==> config.mk <==
export PLATFORM = sky130hd
export DESIGN_NAME = wtoc_blend_unit
export DESIGN_NICKNAME = d
export VERILOG_FILES = /design/src/rtl/wtoc_pkg.sv /design/src/rtl/wtoc_blend_unit.sv
export SDC_FILE = /design/constraint.sdc
export NUM_CORES = 1
export LEC_CHECK = 0
export BUFFER_PORTS_ARGS = -buffer_cell sky130_fd_sc_hd__clkbuf_2
export CORE_AREA = 2 2 150 152
export DETAILED_ROUTE_END_ITERATION = 8
export DIE_AREA = 0 0 152 154
export GPL_ROUTABILITY_DRIVEN = 0
export PLACE_DENSITY = 0.79
export SKIP_CTS_REPAIR_TIMING = 1
export SLEW_MARGIN = 40
export SYNTH_ARGS = -nofsm -noshare
export SYNTH_HDL_FRONTEND = slang
export SYNTH_SLANG_ARGS = --single-unit
==> constraint.sdc <==
create_clock -name clk -period 5.15 [get_ports clk]
set_input_delay 0.2575 -clock clk [delete_from_list [all_inputs] [get_ports clk]]
set_output_delay 0.2575 -clock clk [all_outputs]
set_load 0.05 [all_outputs]
==> src/rtl/wtoc_pkg.sv <==
// ----------------------------------------------------------------------------
// wtoc_pkg
// Shared types and constants of the wavetable oscillator with crossfade.
// ----------------------------------------------------------------------------
`default_nettype none

package wtoc_pkg;

  localparam int TABLE_BITS_DEF  = 11;
  localparam int TABLE_COUNT_DEF = 8;

  localparam int SAMPLE_W  = 16;
  localparam int FADE_W    = 17;
  localparam int STEP_W    = 18;
  localparam int PHASE_W   = 32;
  localparam int CFG_W     = 32;
  localparam int CFG_IDX_W = 3;
  localparam int ADDR_IN_W = 11;
  localparam int SEL_W     = 3;
  localparam int MODE_W    = 2;

  localparam logic [FADE_W-1:0] FADE_ONE = 17'h10000;

  // item kinds
  localparam logic [MODE_W-1:0] MODE_SAMPLE  = 2'd0;
  localparam logic [MODE_W-1:0] MODE_WRITE   = 2'd1;
  localparam logic [MODE_W-1:0] MODE_RESTART = 2'd2;

  // register indexes
  localparam logic [CFG_IDX_W-1:0] REG_DIMENSIONS  = 3'd0;
  localparam logic [CFG_IDX_W-1:0] REG_START_STEP  = 3'd1;
  localparam logic [CFG_IDX_W-1:0] REG_CHIRP_STEP  = 3'd2;
  localparam logic [CFG_IDX_W-1:0] REG_FADE1_START = 3'd3;
  localparam logic [CFG_IDX_W-1:0] REG_FADE1_STEP  = 3'd4;
  localparam logic [CFG_IDX_W-1:0] REG_FADE2_STEP  = 3'd5;
  localparam logic [CFG_IDX_W-1:0] REG_FADE3_STEP  = 3'd6;

  // request to the shared blend unit: x + floor((y - x) * f / 2^16)
  typedef struct packed {
    logic                       start;
    logic signed [SAMPLE_W-1:0] x;
    logic signed [SAMPLE_W-1:0] y;
    logic        [FADE_W-1:0]   f;
  } blend_req_t;

  typedef struct packed {
    logic                       done;
    logic signed [SAMPLE_W-1:0] value;
  } blend_rsp_t;

endpackage

`default_nettype wire

==> src/rtl/wtoc_blend_unit.sv <==
// ----------------------------------------------------------------------------
// wtoc_blend_unit
// Shared three-stage blend: x + floor((y - x) * f / 2^16), f in Q1.16.
// ----------------------------------------------------------------------------
`default_nettype none

module wtoc_blend_unit (
  input  wire logic                 clk,
  input  wire logic                 rst,
  input  wire wtoc_pkg::blend_req_t req,
  output      wtoc_pkg::blend_rsp_t rsp
);
  import wtoc_pkg::*;

  logic                       v1, v2, v3;
  logic signed [SAMPLE_W:0]   diff;
  logic        [FADE_W-1:0]   f_r;
  logic signed [SAMPLE_W-1:0] x_r1, x_r2;
  logic        [SAMPLE_W-1:0] prod_hi;
  logic signed [SAMPLE_W-1:0] result;
  logic signed [34:0]         prod_full;

  assign prod_full = diff * $signed({1'b0, f_r});

  always_ff @(posedge clk) begin
    if (rst) begin
      v1 <= 1'b0;
      v2 <= 1'b0;
      v3 <= 1'b0;
    end else begin
      v1 <= req.start;
      v2 <= v1;
      v3 <= v2;
    end
  end

  always_ff @(posedge clk) begin
    diff    <= {req.y[SAMPLE_W-1], req.y} - {req.x[SAMPLE_W-1], req.x};
    f_r     <= req.f;
    x_r1    <= req.x;
    // low 16 bits of the floor-shifted product
    prod_hi <= prod_full[31:16];
    x_r2    <= x_r1;
    result  <= x_r2 + $signed(prod_hi);
  end

  assign rsp.done  = v3;
  assign rsp.value = result;

endmodule

`default_nettype wire

# [Word-level counts from Yosys, hierarchy flattened]
# Index checks and enable logic that the tools add are counted.
[word_totals] regBits=101 latchBits=0 mem_bits_rw=0 romBits=0 input_bits=52 elab_cells=12 memories=0
[op_classes] n_addsub=2 n_mul=1 n_div=0 order_cmp=0 n_eq_ne=0 n_shift=0 n_mux=0 n_bitwise=0 reduce_logical=0
[ops] cell="$mul A17 B18 Y32" n=1
[ops] cell="$sub A16 B16 Y17" n=1
[ops] cell="$add A16 B16 Y16" n=1

# [Longest topological paths before layout]
# Gate-level depths: netlist of run 1.
[depth] depth_word=1 ltp_mapped=23

# [Worst setup path before layout of run 1]
# No wires, ideal clock.
[synth_path] kind="reg2reg" startpoint="reg diff[8]" endpoint="reg prod_hi[10]" setup_time_ns=0.072 arrival_ns=5.434 required_ns=5.078 setup_slack_ns=-0.357 path_stages_with_launch=22 path_buffers=1 period_less_slack_ns=5.507 path_cell_list="dfxtp_1 > clkbuf_1 > nand2_1 > fa_1 > inv_1 > fa_1 > inv_1 > fa_1 > inv_1 > fa_1 > fa_1 > inv_1 > fa_1 > inv_1 > ha_1 > a21o_1 > a21oi_1 > o2111ai_2 > a31oi_4 > o21bai_2 > a221oi_2 > xnor2_1"
[synth_via] elab_chain_cells=1
[synth_rtl] item="from (decl)" line_no="wtoc_blend_unit.sv:16" rtl="logic signed [SAMPLE_W:0] diff;"
[synth_rtl] item="from (signal assigned)" line_no="wtoc_blend_unit.sv:38" rtl="diff <= {req.y[SAMPLE_W-1], req.y} - {req.x[SAMPLE_W-1], req.x};"
[synth_rtl] item="$mul A17 B18 Y32" line_no="wtoc_blend_unit.sv:23" rtl="assign prod_full = diff * $signed({1'b0, f_r});"
[synth_rtl] item="net prod_full[26]" line_no="wtoc_blend_unit.sv:21" rtl="logic signed [34:0] prod_full;"
[synth_rtl] item="to (signal assigned)" line_no="wtoc_blend_unit.sv:42" rtl="prod_hi <= prod_full[31:16];"
[synth_rtl] item="to (decl)" line_no="wtoc_blend_unit.sv:19" rtl="logic [SAMPLE_W-1:0] prod_hi;"
# The timed path passes the listed nets, and every way through them passes these cells.
# A chain may end at the register's enable or synchronous reset.

# [Worst setup path after layout of run 1]
[layout_path] startpoint="reg f_r[7]" endpoint="reg prod_hi[15]"
[layout_via] elab_chain_cells=1
[layout_rtl] item="from (decl)" line_no="wtoc_blend_unit.sv:17" rtl="logic [FADE_W-1:0] f_r;"
[layout_rtl] item="from (signal assigned)" line_no="wtoc_blend_unit.sv:39" rtl="f_r <= req.f;"
[layout_rtl] item="$mul A17 B18 Y32" line_no="wtoc_blend_unit.sv:23"
[layout_rtl] item="net prod_full[31]" line_no="wtoc_blend_unit.sv:21"
# The timed path passes the listed nets, and every way through them passes these cells.

==> results.txt, run 1 <==
Setup slack on the critical path of the routed design comes to -511 ps. The proportion of synthesized area in mux cells came out at 0%. The placed wire-length estimate after detailed placement is between 20000 and 25000 um. The global route total overflow came out at 0.

For this run, the total global-route usage over all layers was measured as around a quarter. By area the synthesized netlist is led by sky130_fd_sc_hd__fa_1 (36%), sky130_fd_sc_hd__dfxtp_1 (16%), sky130_fd_sc_hd__ha_1 (14%). The largest buffer count on any clock path is 2. The number of max-capacitance violations reported is 0. The row count came out at 54. The endpoint identified for the worst register-to-register timing path is prod_hi[15]. The startpoint-to-endpoint class of the critical path is flip-flop to flip-flop. The flow ran to the end, but the final reports show violations.

The later-pin clock latency in the skew report came out at about 360 ps. STA puts the critical path data required time at around 5500 ps. The final count of pins violating max slew is 0. The number of top-level pins came out at 69. The synthesized netlist devotes 5.67% of its cell area to compound gates. Wire segments on met2 add up to roughly 17000 um in the final route. The post-detailed-route wirelength per cell came out at approximately 18 um.

After Yosys synthesis, XOR and XNOR cells account for about 3.2% of the synthesized area. The most used flip-flop cell after synthesis is sky130_fd_sc_hd__dfxtp_1. The share of synthesized flip-flops with an asynchronous set or reset is 0%. The clock sink count came out at 101. The post-synthesis share of cell area spent on full adders, half adders and majority gates is between 40 and 50%.

At the end of the flow, the number of nets in the layout was roughly 1.9k. The DRC violation count after routing came out at 0. The area enclosed by the die boundary came out at between 20000 and 25000 um^2.

The depth of the worst hold-timing path is 1. Traced cell by cell, the critical path runs through buf_4 -> nand2b_1 -> fa_1 -> inv_1 -> fa_1 -> fa_1 -> inv_1 -> fa_1 -> inv_1 -> fa_1 -> ha_1 -> ha_1 -> a21o_1 -> or3_1 -> o221ai_2 -> a21oi_2 -> nor2_2 -> a21oi_4 -> a21oi_2 -> xnor2_1. Clock-pin slew was measured on the worst setup and hold paths at 80 ps. The number of antenna repair diodes is 0. In this run the worst hold path is classified as input pin to flip-flop. The shortest period the worst path allows came out at ~5700 ps.

The worst setup path is launched from a flip-flop. The area used by sequential logic in the layout came out at ~2100 um^2. The origin of the critical flop-to-flop path is f_r[7]. The total via count after detailed routing came out at 9488. Cells with a size suffix above 1 make up about a fifth of the layout. The post-route antenna net violation count came out at 0. The net count after synthesis is 1723. Dividing the final minimum period by the clock period gives 110%.

The detailed router's first-iteration violation count came out at about 440. STA puts the critical path data arrival time at 5960 ps. The checks that failed: negative hold slack, negative setup slack. The largest incremental delay on the critical path came out at 580 ps. The multi-input combinational cells in the finished layout cover a total of roughly 9600 um^2. After synthesis, the largest family of logic cells by area is adder cells. The via count of the first global-routing pass is 10.0k. The first global-routing pass estimated approximately 47000 um of wire. In this run the tool buffered the top-level ports with 68 buffer cells. The maximum clock skew at final layout came out at ~11 ps. The count of final hold-check violations came to 1. For the pin with the worst max-slew slack, the measured transition is between 500 and 600 ps. The CTS tree is yes.

The count of distinct cell types in the synthesized netlist is 51. The mean instance size in the synthesized netlist came out at approximately 9.5 um^2. CTS built an H-tree with a depth of 3. The final instance area is about 15000 um^2. The layout has 1475 filler cells. The total wire length came out at 31300 um. On the critical path, the stage with the largest delay is an instance of sky130_fd_sc_hd__fa_1. The worst hold slack is -1.59 ps.

The count of synthesis-stage warnings from yosys is 0. The critical-path maximum fanout came out at 6. The count of flip-flops with a built-in enable after synthesis is 0. Across all register-to-register paths, the minimum setup slack is -510 ps. Setup violations remaining at the end of the flow were counted as 14. The number of cells traversed by the worst register-to-register path came out at 20. Signal routing reaches up to met4.

The register bit total from synthesis is approximately 100. The initial antenna violation count is 0. The chip height came out at approximately 150 um. Dividing the detail-routed via count by the number of cells gives 5.37. The cell count after synthesis is around 1.3k. After synthesis the cells add up to roughly 12000 um^2. The floorplan step set the die width to around 150 um.

In this run the most critical hold path is launched from req[6]. The most common cell in the synthesized netlist is sky130_fd_sc_hd__inv_1. The worst setup path is captured at a flip-flop.

After synthesis, the largest area contributor takes up 36.1% of total cell area. The synthesis-to-layout area growth is 19.5%. Derived from the worst setup path, the maximum achievable clock frequency is 177 MHz. The portion of the post-synthesis area used by sequential elements came out at around 16%. Counting instances in the post-synthesis netlist gives the leading cell types as sky130_fd_sc_hd__inv_1 (289), sky130_fd_sc_hd__fa_1 (225), sky130_fd_sc_hd__and2_1 (156). The total routed wire length on the met1 layer came out at 11600 um. The met3 wirelength from detailed routing came out at 1570 um. The post-place instance area is about 14000 um^2. For this run, the detailed router's first-pass iteration total came to 5. The simple-gate share of the synthesized area came out at between 10% and 20%. The core region is between 20000 and 25000 um^2. Counting stages on the worst path, the most repeated cell is sky130_fd_sc_hd__fa_1. The tree is rooted in a sky130_fd_sc_hd__clkbuf_16. The max-slew headroom at the worst pin came out at 65.5%. Once the floorplan was initialized, standard cells occupied 57.5% of the core. Setup repair after global routing could not meet its margin everywhere.

The biggest area contributor in the post-synthesis netlist is sky130_fd_sc_hd__fa_1. Entering global routing, the biggest net connects 19 pins. The number of CTS-inserted buffers is 9. For hold timing, the worst endpoint is f_r[6].
cells in the final DEF, fill, tap and decap left out, types with 6 or more instances in the layout:
master / netlist / layout
sky130_fd_sc_hd__a21o_1: 15 / 15
sky130_fd_sc_hd__a21oi_1: 29 / 19
sky130_fd_sc_hd__and2_1: 156 / 150
sky130_fd_sc_hd__and2_4: 0 / 6
sky130_fd_sc_hd__buf_12: 0 / 8
sky130_fd_sc_hd__buf_4: 1 / 99
sky130_fd_sc_hd__buf_6: 0 / 11
sky130_fd_sc_hd__clkbuf_16: 0 / 9
sky130_fd_sc_hd__clkbuf_2: 0 / 68
sky130_fd_sc_hd__dfxtp_1: 101 / 76
sky130_fd_sc_hd__dfxtp_2: 0 / 8
sky130_fd_sc_hd__dfxtp_4: 0 / 17
sky130_fd_sc_hd__dlygate4sd3_1: 0 / 8
sky130_fd_sc_hd__fa_1: 225 / 219
sky130_fd_sc_hd__fa_2: 0 / 6
sky130_fd_sc_hd__ha_1: 137 / 127
sky130_fd_sc_hd__ha_4: 0 / 7
sky130_fd_sc_hd__inv_1: 289 / 285
sky130_fd_sc_hd__nand2_1: 133 / 128
sky130_fd_sc_hd__nand2b_1: 11 / 11
sky130_fd_sc_hd__nor2_1: 41 / 35
sky130_fd_sc_hd__nor2_2: 0 / 6
sky130_fd_sc_hd__nor2b_1: 10 / 10
sky130_fd_sc_hd__nor3_1: 10 / 9
sky130_fd_sc_hd__o21ai_0: 18 / 12
sky130_fd_sc_hd__xnor2_1: 33 / 30
sky130_fd_sc_hd__xor2_1: 12 / 11
layer usage:
metal	vias to the layer above	track usage, %
met3	112	3.04
li1	4284	-
met2	325	46.7
met5	-	0
met4	0	9.70
met1	4767	29.0
layout make-up:
class | instances | share of cell area [%]
multi-input combinational | 884 | 64.4
clock buffer | 10 | 1.60
sequential | 101 | 14.1
tap | 280 | 2.35
timing repair buffer | 195 | 9.76
clock inverter | 6 | 0.529
inverter | 290 | 7.31
worst max-delay path, delay by kind of cell (launching register included):
| kind | cells | cell delay (ps) |
|---|---|---|
| buffers and inverters | 4 | 380 |
| adders and majority gates | 7 | 3270 |
| AOI/OAI and AO/OA | 5 | 710 |
| DFF | 1 | 390 |
| xor gates and xnor gates | 1 | 130 |
| and+or+nand+nor | 3 | 680 |
how the worst max path moves through the flow:
| stage | startpoint | endpoint | slack [ps] |
|---|---|---|---|
| 2_1_floorplan | f_r[7] | prod_hi[10] | -140 |
| 3_3_place_gp | f_r[9] | prod_hi[15] | -500 |
| 3_5_place_dp | f_r[9] | prod_hi[12] | -600 |
| 4_1_cts | f_r[9] | prod_hi[12] | -610 |
| 5_1_grt | f_r[7] | prod_hi[15] | -670 |
| 6_report | f_r[7] | prod_hi[15] | -510 |
through the flow:
| stage | setup TNS (ps) | util, % | setup WS [ps] | hold slack, ps | cells |
|---|---|---|---|---|---|
| 6_report | -3510 | 68.7 | -511 | -1.59 | 1766 |
| 4_1_cts | -6520 | 65.7 | -615 | -16.3 | 1736 |
| 5_1_grt | -5930 | 68.7 | -674 | -8.98 | 1766 |
| 2_1_floorplan | -364 | - | -136 | 285 | 1309 |
| 3_3_place_gp | -4720 | 64.2 | -500 | 310 | 1720 |
| 3_5_place_dp | -6130 | 64.2 | -603 | 313 | 1720 |
cell families after synthesis:
group / after synthesis
XOR/XNOR: 45
AND/OR/NAND/NOR: 378
buffers and inverters: 324
flip-flops: 101
adder cells (fa/ha/maj): 362
AO/OA/AOI/OAI: 99
state kept, by name, indices dropped and copies added, names as in the netlist:
register,flops
v3,1
x_r2,16
f_r,17
result,16
v1,1
prod_hi,16
x_r1,16
diff,17
v2,1
Power of run 1 is left out: the tool's default activity adds up to more than one toggle a clock period on the data nets, which glitch-free logic cannot reach.
==> run 2: changes to the inputs <==
Settings changed: CORE_AREA 2 2 150 152 to 2 2 143 145, DIE_AREA 0 0 152 154 to 0 0 145 147, HOLD_SLACK_MARGIN set to 0.02, PLACE_DENSITY 0.79 to 0.82, SETUP_SLACK_MARGIN set to 0.15.
Clock period 5.15 ns to 5.5 ns, I/O delays scaled along.
==> run 2 against run 1 <==
Net effect:
- die area shrank 8.9%
- flip-flop and latch count unchanged
- hold slack gained 21 ps
- critical endpoint is now prod_hi[10]
- the run ends with negative setup slack left
- register-to-register slack better by 420 ps
- final area fell by 1.4%
- maximum frequency grew 1.3%
==> results.txt, run 2 (same netlist as run 1, synthesis figures left out) <==
The max-slew headroom at the worst pin came out at 65.4% (about the same). The largest buffer count on any clock path is 2 (unchanged). The largest incremental delay on the critical path came out at 560 ps (-20 ps).

The count of final hold-check violations came out at 0 (-1). The worst register-to-register path begins at diff[5]. The via count of the first global-routing pass came out at 10.5k (+4.2%).

The row count is 52 (-3.7%). The effective utilization at floorplan is 62.9% (+5.3 points). The number of antenna repair diodes came out at 0 (unchanged).

The placeable core region came out at 19800 um^2 (-8.5%). The placed wire-length estimate after detailed placement is 24300 um (+3.2%). The CTS clock-pin slew for the worst setup and hold paths came out at 70 ps (about the same). The fmax is 179 MHz (+1.3%). The number of CTS-inserted buffers is 9 (unchanged). The post-route antenna net violation count is 0 (unchanged). The post-detailed-route wirelength per cell came out at 18.3 um (+3.6%). By instance count, the cell type seen most on the critical path is sky130_fd_sc_hd__fa_1. The global route total overflow was 0 (unchanged). The share of final-layout standard cells stronger than drive strength 1 came out at 19.2% (-1.1 points).

The timing endpoint of the critical path is prod_hi[10]. The data arrival time at the worst-slack endpoint came out at 5830 ps (-130 ps). The later-pin clock latency in the skew report came out at 360 ps (about the same).

Leaving out fill and tap cells, the most frequent cell in the layout is sky130_fd_sc_hd__inv_1. The critical path capture point type is a flip-flop. The pin count of the biggest net entering global routing came out at 20 (+1). The least setup slack across all paths after layout is -86.2 ps (+425 ps). The first-pass GRT wire length is 50100 um (+6.7%). The number of levels in the clock H-tree is 3 (unchanged). The number of top-level pins is 69 (unchanged). The final-layout setup total negative slack is -232 ps (+3280 ps).

The CTS root buffer is sky130_fd_sc_hd__clkbuf_16. The kind of cell with the highest combined delay along the critical path is adder cells. Setup repair after global routing could not meet its margin everywhere.

The internal reg-to-reg setup slack is -90 ps (+420 ps). The type of origin of the critical path is a flip-flop. The DRC violation count after routing came to 0 (unchanged).

The number of iterations in the first detailed-routing pass came to 5 (unchanged). The shortest period the worst path allows came out at 5590 ps (-74.5 ps). The final count of negative-setup-slack endpoints came out at 4 (-10). In this run the worst setup path begins at diff[5]. The detailed router's first-iteration violation count came out at 521 (+18%). The min-delay analysis places its worst path in the category input pin to flip-flop. The cell depth of the worst setup path came out at 20 (unchanged). The total wire length was 32000 um (+2.4%). The maximum clock skew at final layout came out at 14.3 ps (+3.44 ps). Walking the worst path, the cells encountered are buf_6 -> and2_1 -> fa_1 -> inv_1 -> fa_1 -> inv_1 -> fa_1 -> fa_2 -> fa_1 -> inv_1 -> fa_1 -> inv_1 -> ha_1 -> or2_2 -> a31oi_2 -> a21oi_2 -> a31oi_4 -> o21bai_4 -> a221oi_2 -> xnor2_1.

In the layout the commonest cells are sky130_fd_sc_hd__inv_1 (279), sky130_fd_sc_hd__fa_1 (214), sky130_fd_sc_hd__and2_1 (152). The detailed-route vias per instance is 5.50 (+2.3%). The worst hold slack came out at 19.9 ps (+21.5 ps). The initial antenna violation count is 0 (unchanged). The required time of the worst setup path came out at 5740 ps (+290 ps). The number of buffers and inverters on the critical path came out at 5 (+1). The total routing resource utilization after global routing came out at 29.6% (+4.7 points). The number of max-capacitance violations reported came out at 0 (unchanged). The area enclosed by the die boundary came out at 21300 um^2 (-8.9%). The post-layout net count came out at 1885 (-0.53%). The critical-path maximum fanout came out at 6 (unchanged). The largest registers in the layout are diff (17), f_r (17). The actual transition at the worst max-transition pin came out at 518 ps (+0.558 ps). The critical path is of the flip-flop to flip-flop type. The final worst-path cycle share was 102% (-8.3 points). The number of filler instances in the final layout came out at 1280 (-13%). The run finished, with violations left. TritonCTS built the clock tree. The synthesis-to-layout area growth came out at 17.7%. The final count of pins violating max slew came to 0 (unchanged). The number of port buffers came out at 68 (unchanged). The number of cells traversed by the worst register-to-register path came to 20 (unchanged).

The cell with the largest stage delay on the worst path is sky130_fd_sc_hd__fa_1. The setup slack at placement is -290 ps (+313 ps). The chip height is 147 um (-4.5%).

The width of the die is 145 um (-4.6%). The core utilization of the finished layout came out at 74.0% (+5.3 points). The clock sink count was 101 (unchanged).

The checks that failed: negative setup slack. The total via count after detailed routing is 9595 (+1.1%). In this run the critical register-to-register path is captured at prod_hi[10].
## run 2: cell types whose count changed in the layout (fill, tap and decap cells not counted), sizes merged
| cell | before | now |
|---|---|---|
| buf | 118 | 107 |
| clkbuf | 79 | 77 |
| clkinv | 2 | 4 |
| clkinvlp | 2 | 0 |
| dlygate4sd3 | 8 | 10 |
| inv | 291 | 292 |
## run 2: how the worst min path moves through the flow
stage | endpoint | slack (ps) | from | cells past startpoint
CTS | f_r[4] | 7 | req[4] | 1
detailed placement | x_r2[11] | 310 | x_r1[11] | 0
floorplan | f_r[0] | 300 | req[0] | 0
finish | f_r[13] | 20 | req[13] | 1
global placement | x_r2[6] | 310 | x_r1[6] | 0
global route | f_r[3] | 20 | req[3] | 1
## run 2: metrics by stage
| step | instances | cell area [um^2] |
|---|---|---|
| 4_1_cts | 1722 | 14100 |
| 5_1_grt | 1746 | 14700 |
| 2_1_floorplan | 1309 | 12500 |
| 6_report | 1746 | 14700 |
| 3_3_place_gp | 1706 | 13800 |
| 3_5_place_dp | 1706 | 13800 |
## run 2: layout make-up
| type | instances | area, um^2 | share of cell area, % |
|---|---|---|---|
| Multi-Input combinational cell | 884 | 9510 | 64.7 |
| Timing Repair Buffer | 185 | 1330 | 9.04 |
| Clock inverter | 7 | 90.1 | 0.613 |
| Sequential cell | 101 | 2110 | 14.4 |
| Inverter | 290 | 1090 | 7.43 |
| Tap cell | 270 | 338 | 2.30 |
| Clock buffer | 9 | 225 | 1.53 |
## run 2: per-layer routing
layer  global-route usage [%]  up-vias  part of all wire [%]
li1                         -     4247                     -
met1                     33.3     4792                    35
met2                     55.9      405                    54
met3                     4.78      151                   6.1
met4                     11.8        0                   5.1
met5                        0        -                     0
Power of run 2 is left out for the same reason.
==> run 3: changes to the inputs <==
Settings changed: CORE_AREA 2 2 143 145 to 2 2 170 172, DIE_AREA 0 0 145 147 to 0 0 172 174, PLACE_DENSITY 0.82 to 0.64, SLEW_MARGIN 40 to 0.
==> run 3 against run 2 <==
Net effect:
- the run still ends with negative setup slack left
- via count down 7.3%
- maximum frequency up 0.24%
- register-to-register slack about the same
- clock skew up 3.3 ps
- final area about the same
- critical endpoint is now prod_hi[11]
- hold slack better by 7.8 ps
- die area up 40%
- routed wire length down 11%
- final cell count up 6.4%
- critical path depth unchanged
==> results.txt, run 3 (same netlist as run 1, synthesis figures left out) <==
The run finished, with violations left. The checks that failed: negative setup slack. The critical-path maximum fanout came out at 7 (+1). The row count is 62 (+19%).

The global route total overflow came out at 0 (unchanged). The synthesis-to-layout area growth is 17.8% (about the same). The cell depth of the worst setup path came out at 20 (unchanged). The CTS root buffer is sky130_fd_sc_hd__clkbuf_16. The chip height is 174 um (+18%). The actual transition at the worst max-transition pin came out at 511 ps (-7.10 ps). The via count of the first global-routing pass came out at 9685 (-7.5%).

The maximum clock skew at final layout is 17.6 ps (+3.25 ps). The least setup slack across all paths after layout is -72.9 ps (+13.3 ps). The number of port buffers is 68 (unchanged). The setup path with the least slack is of type flip-flop to flip-flop.

The final worst-path cycle share came out at 101% (-0.24 points). The library cell appearing most often on the critical path is sky130_fd_sc_hd__fa_1. The pin count of the biggest net entering global routing is 23 (+15%). The signal on the critical path passes through and2_4 -> fa_1 -> inv_1 -> fa_1 -> fa_1 -> fa_1 -> inv_2 -> fa_1 -> fa_1 -> ha_4 -> nand4_1 -> o21ai_2 -> a211oi_2 -> buf_4 -> o2111ai_4 -> a31oi_4 -> buf_4 -> buf_4 -> o21ai_2 -> xor2_1.

The number of CTS-inserted buffers is 9 (unchanged). The DRC violation count after routing came out at 0 (unchanged). Leaving out fill and tap cells, the most frequent cell in the layout is sky130_fd_sc_hd__inv_1.

The max-slew headroom at the worst pin is 65.9% (+0.47 points). Setup repair after global routing could not meet its margin everywhere. The later-pin clock latency in the skew report is 360 ps (about the same). The post-route antenna net violation count came to 0 (unchanged).

The required time of the worst setup path is 5800 ps (+60 ps). The initial antenna violation count is 1 (+1). The detailed-route vias per instance was 4.79 (-13%). The type of the tightest min-delay check is input pin to flip-flop. The area enclosed by the die boundary came to 29900 um^2 (+40%).

The fmax is 179 MHz (+0.24%). The final count of negative-setup-slack endpoints came to 5 (+1). The depth of the worst hold-timing path was 1 (unchanged). The post-detailed-route wirelength per cell came out at 15.4 um (-16%). The placeable core region is 28200 um^2 (+42%). The number of top-level pins was 69 (unchanged). The number of levels in the clock H-tree came out at 3 (unchanged). The critical path capture point type is a flip-flop. The width of the die came out at 172 um (+19%). The setup slack at placement came out at -335 ps (-44.1 ps). The total routing resource utilization after global routing is 20.4% (-9.2 points). The cell with the largest stage delay on the worst path is sky130_fd_sc_hd__fa_1.

The detailed router's first-iteration violation count is 403 (-23%). The shortest period the worst path allows is 5570 ps (-13.3 ps). The type of origin of the critical path is a flip-flop. The largest incremental delay on the critical path is 550 ps (about the same).

The clock sink count came to 101 (unchanged). The post-layout net count came out at 1883 (-0.11%). The number of cells traversed by the worst register-to-register path came out at 20 (unchanged). The largest registers in the layout are diff (17), f_r (17). In the layout the commonest cells are sky130_fd_sc_hd__inv_1 (286), sky130_fd_sc_hd__fa_1 (222), sky130_fd_sc_hd__and2_1 (153).

The share of final-layout standard cells stronger than drive strength 1 came to 17.3% (-1.9 points). The data arrival time at the worst-slack endpoint came out at 5870 ps (+40 ps). The placed wire-length estimate after detailed placement is 24100 um (-0.70%). The total wire length is 28700 um (-11%). The count of final hold-check violations is 0 (unchanged). The number of iterations in the first detailed-routing pass is 5 (unchanged). The CTS clock-pin slew for the worst setup and hold paths came out at 90 ps (+20 ps).

The effective utilization at floorplan came to 44.2% (-19 points). The number of buffers and inverters on the critical path is 5 (unchanged). The final count of pins violating max slew was 0 (unchanged).

The total via count after detailed routing is 8891 (-7.3%). The number of filler instances in the final layout came out at 2655 (+110%). The first-pass GRT wire length is 47600 um (-4.9%). The number of antenna repair diodes is 0 (unchanged). The family with the most delay on the worst path is adder cells. The number of max-capacitance violations reported came out at 0 (unchanged). The largest buffer count on any clock path was 2 (unchanged).

TritonCTS built the clock tree.
run 3: cell types whose count changed in the layout (fill, tap and decap cells not counted), sizes merged:
cell / delta
clkbuf: +1
inv: +1
bufinv: -1
buf: -3
run 3: worst paths after layout:
check	startpoint	end	slack, ps
worst max register to register	diff[5]	prod_hi[11]	-70
worst min register to register	x_r1[4]	x_r2[4]	320
worst min-delay path	req[15]	f_r[15]	30
worst max-delay path	diff[5]	prod_hi[11]	-70
run 3: area by class of cell:
type	instances	area, um^2	area share [%]
flip-flops and latches	101	2090	14.2
well taps	384	480	3.27
clock buffers	9	225	1.53
inverters	290	1090	7.40
clock inverters	7	96.3	0.655
multi-input cells	884	9410	64.0
repair buffers	183	1310	8.92
run 3: through the flow:
step / hold slack, ps / util (%) / TNS, ps / instances / instance area [um^2]
after floorplan: 303 / - / 0 / 1309 / 12500
after CTS: 1.55 / 50.6 / -3380 / 1839 / 14300
final: 27.7 / 52.1 / -203 / 1858 / 14700
after global routing: 19.9 / 52.1 / -2140 / 1858 / 14700
after global placement: 310 / 49.5 / -1750 / 1823 / 14000
after detailed placement: 312 / 49.5 / -3020 / 1823 / 14000
run 3: layer usage:
layer  global-route usage, %  routed length (um)  vias up
li1                        -                   -     4252
met1                    24.9               11600     4460
met2                    37.9               15500      134
met3                    1.98                 837       43
met4                    5.39                 754        2
met5                       0                  10        -
run 3: worst reg2reg max path: stages, from the launching register on:
cell and delay (ps):
sky130_fd_sc_hd__dfxtp_4 390, sky130_fd_sc_hd__and2_4 180, sky130_fd_sc_hd__fa_1 530, sky130_fd_sc_hd__inv_1 50, sky130_fd_sc_hd__fa_1 550, sky130_fd_sc_hd__fa_1 450
sky130_fd_sc_hd__fa_1 510, sky130_fd_sc_hd__inv_2 40, sky130_fd_sc_hd__fa_1 500, sky130_fd_sc_hd__fa_1 540, sky130_fd_sc_hd__ha_4 310, sky130_fd_sc_hd__nand4_1 130
sky130_fd_sc_hd__o21ai_2 200, sky130_fd_sc_hd__a211oi_2 50, sky130_fd_sc_hd__buf_4 170, sky130_fd_sc_hd__o2111ai_4 230, sky130_fd_sc_hd__a31oi_4 140, sky130_fd_sc_hd__buf_4 150
sky130_fd_sc_hd__buf_4 140, sky130_fd_sc_hd__o21ai_2 120, sky130_fd_sc_hd__xor2_1 150
Power of run 3 is left out for the same reason.
